<file path="config.mk">
export PLATFORM = sky130hd
export DESIGN_NAME = trial_division_primality_test_core
export DESIGN_NICKNAME = d
export VERILOG_FILES = /design/src/rtl/tdp_pkg.sv /design/src/rtl/tdp_sequencer.sv /design/src/rtl/tdp_datapath.sv /design/src/rtl/trial_division_primality_test_core.sv
export SDC_FILE = /design/constraint.sdc
export NUM_CORES = 1
export LEC_CHECK = 0
export BUFFER_PORTS_ARGS = -buffer_cell sky130_fd_sc_hd__buf_4
export CELL_PAD_IN_SITES_DETAIL_PLACEMENT = 1
export CELL_PAD_IN_SITES_GLOBAL_PLACEMENT = 1
export CORE_ASPECT_RATIO = 1.1
export CORE_UTILIZATION = 54
export CTS_BUF_LIST = sky130_fd_sc_hd__clkbuf_4 sky130_fd_sc_hd__clkbuf_8
export DETAILED_ROUTE_END_ITERATION = 8
export GPL_ROUTABILITY_DRIVEN = 1
export PLACE_DENSITY = 0.9
export SLEW_MARGIN = 20
export SYNTH_ARGS = -nofsm -noshare
export SYNTH_HDL_FRONTEND = slang
export SYNTH_HIERARCHICAL = 1
export SYNTH_SLANG_ARGS = --single-unit
export TNS_END_PERCENT = 20
</file>
<file path="constraint.sdc">
create_clock -name clk_i -period 7.3 [get_ports clk_i]
set_clock_uncertainty 0.15 [all_clocks]
set_input_delay 0.73 -clock clk_i [delete_from_list [all_inputs] [get_ports clk_i]]
set_output_delay 0.73 -clock clk_i [all_outputs]
set_load 0.005 [all_outputs]
</file>
<file path="src/rtl/tdp_pkg.sv">
package tdp_pkg;

  // Default width of the tested number.
  localparam int unsigned NumberWidthDefault = 32;

  // Step counter width and program addresses.
  localparam int unsigned PcWidth = 4;

  localparam logic [PcWidth-1:0] StepWait     = 4'd0;
  localparam logic [PcWidth-1:0] StepLtTwo    = 4'd1;
  localparam logic [PcWidth-1:0] StepEqTwo    = 4'd2;
  localparam logic [PcWidth-1:0] StepEven     = 4'd3;
  localparam logic [PcWidth-1:0] StepLoop     = 4'd4;
  localparam logic [PcWidth-1:0] StepDivide   = 4'd5;
  localparam logic [PcWidth-1:0] StepRemCheck = 4'd6;
  localparam logic [PcWidth-1:0] StepBack     = 4'd7;
  localparam logic [PcWidth-1:0] StepEmit     = 4'd8;
  localparam logic [PcWidth-1:0] StepRestart  = 4'd9;

  // Jump conditions; a step jumps to its target when the condition holds,
  // otherwise it advances to the next step.
  typedef enum logic [3:0] {
    CND_ALWAYS   = 4'd0,
    CND_NO_INPUT = 4'd1,
    CND_N_LT2    = 4'd2,
    CND_N_EQ2    = 4'd3,
    CND_N_EVEN   = 4'd4,
    CND_SQ_GT_N  = 4'd5,
    CND_DIV_MORE = 4'd6,
    CND_REM_ZERO = 4'd7,
    CND_OUT_BUSY = 4'd8
  } cond_e;

  // One control word of the program.
  typedef struct packed {
    logic               ready;      // take an input item in this step
    logic               div_start;  // clear remainder, load bit counter
    logic               div_step;   // one restoring-division bit
    logic               d_adv;      // advance divisor by two, update square
    logic               flag_we;    // write the result flag
    logic               flag_val;   // value for the result flag
    logic               emit;       // hand the result to the output register
    cond_e              cond;
    logic [PcWidth-1:0] target;
  } ctrl_t;

  // Datapath status seen by the sequencer.
  typedef struct packed {
    logic in_valid;
    logic out_busy;
    logic n_lt2;
    logic n_eq2;
    logic n_even;
    logic sq_gt_n;
    logic div_more;
    logic rem_zero;
  } status_t;

  function automatic ctrl_t ucode(input logic [PcWidth-1:0] pc);
    ctrl_t w;
    w = '{ready: 1'b0, div_start: 1'b0, div_step: 1'b0, d_adv: 1'b0,
          flag_we: 1'b0, flag_val: 1'b0, emit: 1'b0,
          cond: CND_ALWAYS, target: StepWait};
    case (pc)
      StepWait: begin
        w.ready  = 1'b1;
        w.cond   = CND_NO_INPUT;
        w.target = StepWait;
      end
      StepLtTwo: begin
        w.flag_we = 1'b1;
        w.cond    = CND_N_LT2;
        w.target  = StepEmit;
      end
      StepEqTwo: begin
        w.flag_we  = 1'b1;
        w.flag_val = 1'b1;
        w.cond     = CND_N_EQ2;
        w.target   = StepEmit;
      end
      StepEven: begin
        w.flag_we = 1'b1;
        w.cond    = CND_N_EVEN;
        w.target  = StepEmit;
      end
      StepLoop: begin
        w.flag_we   = 1'b1;
        w.flag_val  = 1'b1;
        w.div_start = 1'b1;
        w.cond      = CND_SQ_GT_N;
        w.target    = StepEmit;
      end
      StepDivide: begin
        w.div_step = 1'b1;
        w.cond     = CND_DIV_MORE;
        w.target   = StepDivide;
      end
      StepRemCheck: begin
        w.flag_we = 1'b1;
        w.d_adv   = 1'b1;
        w.cond    = CND_REM_ZERO;
        w.target  = StepEmit;
      end
      StepBack: begin
        w.cond   = CND_ALWAYS;
        w.target = StepLoop;
      end
      StepEmit: begin
        w.emit   = 1'b1;
        w.cond   = CND_OUT_BUSY;
        w.target = StepEmit;
      end
      StepRestart: begin
        w.cond   = CND_ALWAYS;
        w.target = StepWait;
      end
      default: begin
        w.cond   = CND_ALWAYS;
        w.target = StepWait;
      end
    endcase
    return w;
  endfunction

endpackage

</file>
<file path="src/rtl/tdp_sequencer.sv">
module tdp_sequencer (
  input  logic             clk_i,
  input  logic             rst_ni,
  input  tdp_pkg::status_t status_i,
  output tdp_pkg::ctrl_t   ctrl_o
);

  logic [tdp_pkg::PcWidth-1:0] pc_q, pc_d;
  tdp_pkg::ctrl_t              ctrl;
  logic                        taken;

  assign ctrl   = tdp_pkg::ucode(pc_q);
  assign ctrl_o = ctrl;

  always_comb begin
    case (ctrl.cond)
      tdp_pkg::CND_ALWAYS:   taken = 1'b1;
      tdp_pkg::CND_NO_INPUT: taken = !status_i.in_valid;
      tdp_pkg::CND_N_LT2:    taken = status_i.n_lt2;
      tdp_pkg::CND_N_EQ2:    taken = status_i.n_eq2;
      tdp_pkg::CND_N_EVEN:   taken = status_i.n_even;
      tdp_pkg::CND_SQ_GT_N:  taken = status_i.sq_gt_n;
      tdp_pkg::CND_DIV_MORE: taken = status_i.div_more;
      tdp_pkg::CND_REM_ZERO: taken = status_i.rem_zero;
      tdp_pkg::CND_OUT_BUSY: taken = status_i.out_busy;
      default:               taken = 1'b1;
    endcase
  end

  assign pc_d = taken ? ctrl.target : pc_q + tdp_pkg::PcWidth'(1);

  always_ff @(posedge clk_i or negedge rst_ni) begin
    if (!rst_ni) begin
      pc_q <= tdp_pkg::StepWait;
    end else begin
      pc_q <= pc_d;
    end
  end

endmodule

</file>
<file path="src/rtl/tdp_datapath.sv">
module tdp_datapath #(
  parameter int unsigned NUMBER_WIDTH = tdp_pkg::NumberWidthDefault
) (
  input  logic                    clk_i,
  input  logic                    rst_ni,
  input  tdp_pkg::ctrl_t          ctrl_i,
  input  logic                    load_i,
  input  logic [NUMBER_WIDTH-1:0] number_i,
  output logic                    n_lt2_o,
  output logic                    n_eq2_o,
  output logic                    n_even_o,
  output logic                    sq_gt_n_o,
  output logic                    div_more_o,
  output logic                    rem_zero_o,
  output logic                    flag_o
);

  localparam int unsigned DW = NUMBER_WIDTH / 2 + 2;        // divisor bits
  localparam int unsigned SW = NUMBER_WIDTH + 1;            // square bits
  localparam int unsigned CW = $clog2(NUMBER_WIDTH + 1);    // bit counter

  logic [NUMBER_WIDTH-1:0] n_q, nsh_q;
  logic [DW-1:0]           d_q, r_q, r_d;
  logic [SW-1:0]           sq_q, sq_next;
  logic [CW-1:0]           cnt_q;
  logic                    flag_q;
  logic [DW:0]             r_sh, r_sub;
  logic                    r_ge;

  // Square of the next odd divisor: (d+2)^2 = d^2 + 4d + 4.
  assign sq_next = sq_q + (SW'(d_q) << 2) + SW'(4);

  // Restoring division, one numerator bit per cycle.
  assign r_sh  = {r_q, nsh_q[NUMBER_WIDTH-1]};
  assign r_sub = r_sh - {1'b0, d_q};
  assign r_ge  = r_sh >= {1'b0, d_q};
  assign r_d   = r_ge ? r_sub[DW-1:0] : r_sh[DW-1:0];

  always_ff @(posedge clk_i) begin
    if (load_i) begin
      n_q  <= number_i;
      d_q  <= DW'(3);
      sq_q <= SW'(9);
    end else if (ctrl_i.d_adv) begin
      d_q  <= d_q + DW'(2);
      sq_q <= sq_next;
    end
    if (ctrl_i.div_start) begin
      nsh_q <= n_q;
      r_q   <= '0;
    end else if (ctrl_i.div_step) begin
      nsh_q <= {nsh_q[NUMBER_WIDTH-2:0], 1'b0};
      r_q   <= r_d;
    end
    if (ctrl_i.flag_we) begin
      flag_q <= ctrl_i.flag_val;
    end
  end

  always_ff @(posedge clk_i or negedge rst_ni) begin
    if (!rst_ni) begin
      cnt_q <= '0;
    end else if (ctrl_i.div_start) begin
      cnt_q <= CW'(NUMBER_WIDTH);
    end else if (ctrl_i.div_step) begin
      cnt_q <= cnt_q - CW'(1);
    end
  end

  assign n_lt2_o    = n_q[NUMBER_WIDTH-1:1] == '0;
  assign n_eq2_o    = n_q == NUMBER_WIDTH'(2);
  assign n_even_o   = !n_q[0];
  assign sq_gt_n_o  = sq_q > SW'(n_q);
  assign div_more_o = cnt_q != CW'(1);
  assign rem_zero_o = r_q == '0;
  assign flag_o     = flag_q;

  a_step_has_bits: assert property (@(posedge clk_i) disable iff (!rst_ni)
    ctrl_i.div_step |-> cnt_q != '0)
    else $error("division step with no bits left");

  a_divisor_odd: assert property (@(posedge clk_i) disable iff (!rst_ni)
    ctrl_i.div_start |-> d_q[0])
    else $error("trial divisor is even");

  a_count_reload: assert property (@(posedge clk_i) disable iff (!rst_ni)
    ctrl_i.div_start |=> cnt_q == CW'(NUMBER_WIDTH))
    else $error("bit counter not reloaded at division start");

endmodule

</file>
<file path="src/rtl/trial_division_primality_test_core.sv">
// Channel   | Handshake                    | Payload
// ----------+------------------------------+------------------------------------
// in        | s_axis_tvalid, s_axis_tready | s_axis_tdata: number
// out       | m_axis_tvalid, m_axis_tready | m_axis_tdata: prime_flag
//
// Testing: values below 3 and even values resolve without any division. An
// odd value is divided by each odd divisor in turn until the divisor's
// square exceeds it or one divides it, up to about 2^(NUMBER_WIDTH/2 - 1)
// divisors; a single one-bit-per-cycle remainder unit does every division.
// Reset: asynchronous, active low; it returns the step counter to the wait
// step and empties the output register.
// Stalls: a result waits in the output register while the next item is
// already taken and tested; the emit step holds until that register frees.
module trial_division_primality_test_core #(
  parameter int unsigned NUMBER_WIDTH = tdp_pkg::NumberWidthDefault
) (
  input  logic                                  clk_i,
  input  logic                                  rst_ni,
  input  logic                                  s_axis_tvalid,
  output logic                                  s_axis_tready,
  input  logic [((NUMBER_WIDTH + 7) / 8)*8-1:0] s_axis_tdata,   // [W-1:0] number
  output logic                                  m_axis_tvalid,
  input  logic                                  m_axis_tready,
  output logic [7:0]                            m_axis_tdata    // [0] prime_flag
);

  tdp_pkg::ctrl_t   ctrl;
  tdp_pkg::status_t status;
  logic             accept;
  logic             out_free;
  logic             out_load;
  logic             flag;
  logic             out_valid_q;
  logic             out_flag_q;

  // An item transfers only in the wait step of the program.
  assign s_axis_tready = ctrl.ready;
  assign accept        = s_axis_tvalid && s_axis_tready;

  // The output register frees in the same cycle its result is taken.
  assign out_free = !out_valid_q || m_axis_tready;
  assign out_load = ctrl.emit && out_free;

  tdp_sequencer u_seq (
    .clk_i   (clk_i),
    .rst_ni  (rst_ni),
    .status_i(status),
    .ctrl_o  (ctrl)
  );

  tdp_datapath #(
    .NUMBER_WIDTH(NUMBER_WIDTH)
  ) u_dp (
    .clk_i     (clk_i),
    .rst_ni    (rst_ni),
    .ctrl_i    (ctrl),
    .load_i    (accept),
    .number_i  (s_axis_tdata[NUMBER_WIDTH-1:0]),
    .n_lt2_o   (status.n_lt2),
    .n_eq2_o   (status.n_eq2),
    .n_even_o  (status.n_even),
    .sq_gt_n_o (status.sq_gt_n),
    .div_more_o(status.div_more),
    .rem_zero_o(status.rem_zero),
    .flag_o    (flag)
  );

  assign status.in_valid = s_axis_tvalid;
  assign status.out_busy = !out_free;

  // Output register: hold the result until the downstream side takes it.
  always_ff @(posedge clk_i or negedge rst_ni) begin
    if (!rst_ni) begin
      out_valid_q <= 1'b0;
    end else if (out_load) begin
      out_valid_q <= 1'b1;
    end else if (m_axis_tready) begin
      out_valid_q <= 1'b0;
    end
  end

  always_ff @(posedge clk_i) begin
    if (out_load) begin
      out_flag_q <= flag;
    end
  end

  assign m_axis_tvalid = out_valid_q;
  assign m_axis_tdata  = {7'd0, out_flag_q};

  a_one_item_at_a_time: assert property (@(posedge clk_i) disable iff (!rst_ni)
    accept |=> !s_axis_tready)
    else $error("second item taken while one is under test");

  a_no_overwrite: assert property (@(posedge clk_i) disable iff (!rst_ni)
    out_load |-> (!out_valid_q || m_axis_tready))
    else $error("pending result overwritten");

  a_emit_then_valid: assert property (@(posedge clk_i) disable iff (!rst_ni)
    out_load |=> m_axis_tvalid)
    else $error("emitted result not presented");

endmodule

</file>
; Word-level counts from Yosys, hierarchy flattened
; Index checks and enable logic that the tools add are counted.
[totals]
regBits = 146
in_bits = 36
out_inout_bits = 10
word_cells = 67
[classes]
add_sub_neg = 6
n_lt_le_gt_ge = 2
eq_ne = 18
muxes = 17
reduce_logical = 14
[ops]
columns = op, n
row1 = $pmux 8 s9, 1
row2 = $mux 32, 2
row3 = $add 33x20->33, 1
row4 = $add 33x3->33 const B, 1
row5 = $gt 33x32->1, 1
row6 = $eq 32x2->1 const B, 1
row7 = $eq 4x3->1 const B, 8
row8 = $logic_not 31->1, 1
row9 = $ge 19x18->1, 1
row10 = $add 18x2->18 const B, 1
row11 = $logic_not 18->1, 1
row12 = $mux 18, 1
row13 = $sub 18x18->18, 1
row14 = $eq 4x2->1 const B, 4
row15 = $mux 6, 2
row16 = $mux 1, 9
row17 = $eq 4x1->1 const B, 2
row18 = $eq 4x4->1 const B, 2
row19 = $pmux 1 s8, 1
row20 = $ne 6x1->1 const B, 1
row21 = $sub 6x1->6 const B, 1
row22 = $reduce_or 5->1, 1
row23 = $add 4x1->4 const B, 1
row24 = $logic_not 1->1, 4
row25 = 6 further kinds, 8

; Longest topological paths before layout
[depth]
word_depth = 5
ltp_mapped = 14
mapped_depth_nobuf = 14

; Cells and area by module
; Netlist, hierarchy kept.
[by_module_without_submodules]
columns = mod, n_inst, cells_per_inst, area_each_um2, seq_area_each_um2
row1 = tdp_datapath, 1, 844, 8294.2, 3403.3
row2 = tdp_sequencer, 1, 64, 528.0, 100.1
row3 = trial_division_primality_test_core, 1, 16, 157.7, 55.1

; Worst setup path before layout
; OpenSTA, ideal clock, no wires.
[synth_path]
path_type = register -> register
start = reg u_seq/pc_q[0] (netlist bit)
end = reg u_dp.sq_q[21]
setup_time_ns = 0.135
arrival_ns = 2.804
t_required_ns = 7.015
slack_ns = 4.211
path_stages_with_launch = 10
n_path_buf = 2
synth_period_minus_slack_ns = 3.089
path_cell_list = dfrtp_1 -> inv_1 -> ha_1 -> clkbuf_2 -> nor3b_1 -> and2_1 -> clkbuf_1 -> nor2_1 -> a311oi_1 -> o311ai_1
[synth_between]
elab_chain_len = 3
word_cells_on_any_way = 5
classes_between = eq/ne: 1 / mux: 2 / reduce/logical: 2
[synth_rtl]
columns = item, line_no
row1 = start: declaration, tdp_sequencer.sv:8  ; logic [tdp_pkg::PcWidth-1:0] pc_q, pc_d;
row2 = start signal: assignment, tdp_sequencer.sv:34  ; pc_q <= tdp_pkg::StepWait;
row3 = start signal: assignment, tdp_sequencer.sv:36  ; pc_q <= pc_d;
row4 = $logic_not 4->1, tdp_pkg.sv:64  ; case (pc)
row5 = $mux 1, tdp_pkg.sv:64
row6 = named net s_axis_tready, trial_division_primality_test_core.sv:20  ; output logic s_axis_tready,
row7 = $logic_and 1x1->1, trial_division_primality_test_core.sv:38  ; assign accept = s_axis_tvalid && s_axis_tready;
row8 = named net accept, trial_division_primality_test_core.sv:29  ; logic accept;
row9 = end signal: assignment, tdp_datapath.sv:46  ; sq_q <= sq_next;
row10 = end: declaration, tdp_datapath.sv:24  ; logic [SW-1:0] sq_q, sq_next;
; The timed path passes the listed nets, and every way through them passes these cells.
; A chain may end at the register's enable or synchronous reset.

==> impl_metrics.toml <==
[power]
leakagePower_uw = 0.00411
ir_worst_vdd_v = 0.000297
power_density_nw_per_um2 = 355

[sta]
fin_crit_ns = 4.01
slew_headroom_pct = 39.0
worstMarginPinSlew_ns = 0.914
setup_viol = 0
hold_violations = 0
setup_tns_ns = 0
grt_setup_unrepaired = "false"
drv_slew = 0
period_share_pct = 54.9
fmax_mhz = 250

[clocking]
cts_sinks = 142
clock_path_buffers = 2
htreeDepth = 4
cts_hold_buf = 1
cts_tree = "yes"
postCtsSetupBuffers = 0
cts_resized = 0
clk_transition_reported_paths_ns = 0.10
cts_root_buf = "clkbuf_8"
numCtsBuffers = 17
insertion_delay_ns = 0.48

[worst_setup_path]
critPathRequiredTime_ns = 7.52
end_kind = "register"
r2r_start = "u_dp/n_q[29]"
reg2reg_to = "u_seq/pc_q[0]"
cp-start-kind = "register"
critical_path_class = "reg2reg"
r2r_slack_ns = 3.29
cp.arrival_ns = 4.22
reg2reg_depth = 14
crit_path_max_fanout = 4

[global_routing]
grt_first_pass_wirelength_mm = 44.8
grt_pass1_vias = 8121
grt_antenna_before_repair = 0
grt_max_degree = 64
grt_use_total_pct = 34.5
grt_remaining_overflow = 0

[cells_and_area]
num-fill-cells = 1715
nets = 1075
final_common_cell = "ha_1"
diodes = 0
postLayoutCoreUtil_pct = 61.4
areaGrowthSynthToFinish_pct = 9.16
layout_common_cells = "ha_1, nor2_1, inv_1"
drive_gt1_share_pct = 14.0

[die]
dieArea_um2 = 17100
rows = 48
pin_count = 46
fp.dieH_um = 137
start_util_pct = 56.2
core_um2 = 15900
die_w_um = 125

[flow_run]
maxCapViolations = 0

[synthesis]
avgSynthCellArea_um2 = 9.75
syn_inst = 918
syn_area_um2 = 8950
ys.warnings.count = 6

[placed_design]
hpwl_mm = 18.0
gp_congestion = 0.842
io_buffer_count = 38

[route]
drc = 0
wire_per_inst_um = 24.4
vias = 7539
ant_nets = 0
drt-vias-per-instance = 6.49
routed_wirelength_mm = 28.3
firstDrtPassIters = 5
drt-initial-drc-count = 593

[hold_path]
worstHoldPathCells = 1
hold_start = "s_axis_tdata[25]"
hold_path_end = "u_dp/n_q[25]"
hold_class = "in2reg"

[run_status]
outcome = "complete, no violations"
-- where the power goes --
group / internal (uW) / switching [uW]
registers: 995 / 162
clock network: 315 / 353
logic: 620 / 1030
total: 1930 / 1540
-- critical path, cell delays in order, from the launching register on --
cell and delay, ns:
edfxtp_1 0.42, inv_1 0.08, ha_1 0.36, nand2_1 0.12, nor4_1 0.39, inv_1 0.12
nor3_1 0.39, nand2_1 0.16, nor4_1 0.35, a31oi_1 0.12, nand3b_1 0.13, o21ai_0 0.10
a221oi_1 0.37, o2bb2ai_2 0.24, mux2_2 0.39
-- routing by layer --
metal	global-route usage, %	wire length (um)	vias up
met1	40.8	11500	3705
met4	20.9	1490	0
met3	6.29	1540	121
met5	0	0	-
met2	58.6	13900	316
li1	-	-	3397
-- worst max path at each step --
stage                        startpoint  slack (ns)             to
after floorplan           u_seq/pc_q[0]        4.22  u_dp/sq_q[21]
after global placement      u_dp/d_q[1]        4.07  u_dp/sq_q[30]
after detailed placement   u_dp/n_q[31]        3.71  u_seq/pc_q[2]
after CTS                  u_dp/n_q[29]        3.46  u_seq/pc_q[0]
after global routing       u_dp/n_q[29]        3.17  u_seq/pc_q[2]
final                      u_dp/n_q[29]        3.29  u_seq/pc_q[0]
-- per-stage QoR --
stage	hold slack (ns)	instance area, um^2	setup slack [ns]	instances	power [uW]
finish	0.265	9770	3.29	1162	3470
global route	0.241	9770	3.17	1162	3640
detailed placement	0.258	9350	3.71	1129	2680
global placement	0.260	9350	4.07	1129	2590
CTS	0.241	9770	3.46	1162	3430
floorplan	0.250	8970	4.22	924	2330
-- cell type report --
cell class,count,area (um^2),area share (%)
inverters,76,285,2.92
multi-input cells,668,4930,50.5
clock inverters,15,176,1.81
repair buffers,44,333,3.41
flip-flops and latches,142,3560,36.4
well taps,200,250,2.56
clock buffers,17,234,2.40
-- sequential cells by signal, indices dropped and copies added, names as in the netlist --
name	cells
u_dp/d_q	17
u_dp/nsh_q	32
u_dp/r_q	18
m_axis_tvalid	1
u_seq/pc_q	4
u_dp/flag_o	1
out_flag_q	1
u_dp/cnt_q	6
u_dp/sq_q	30
u_dp/n_q	32
No activity file was read; power rests on OpenSTA's default activity.
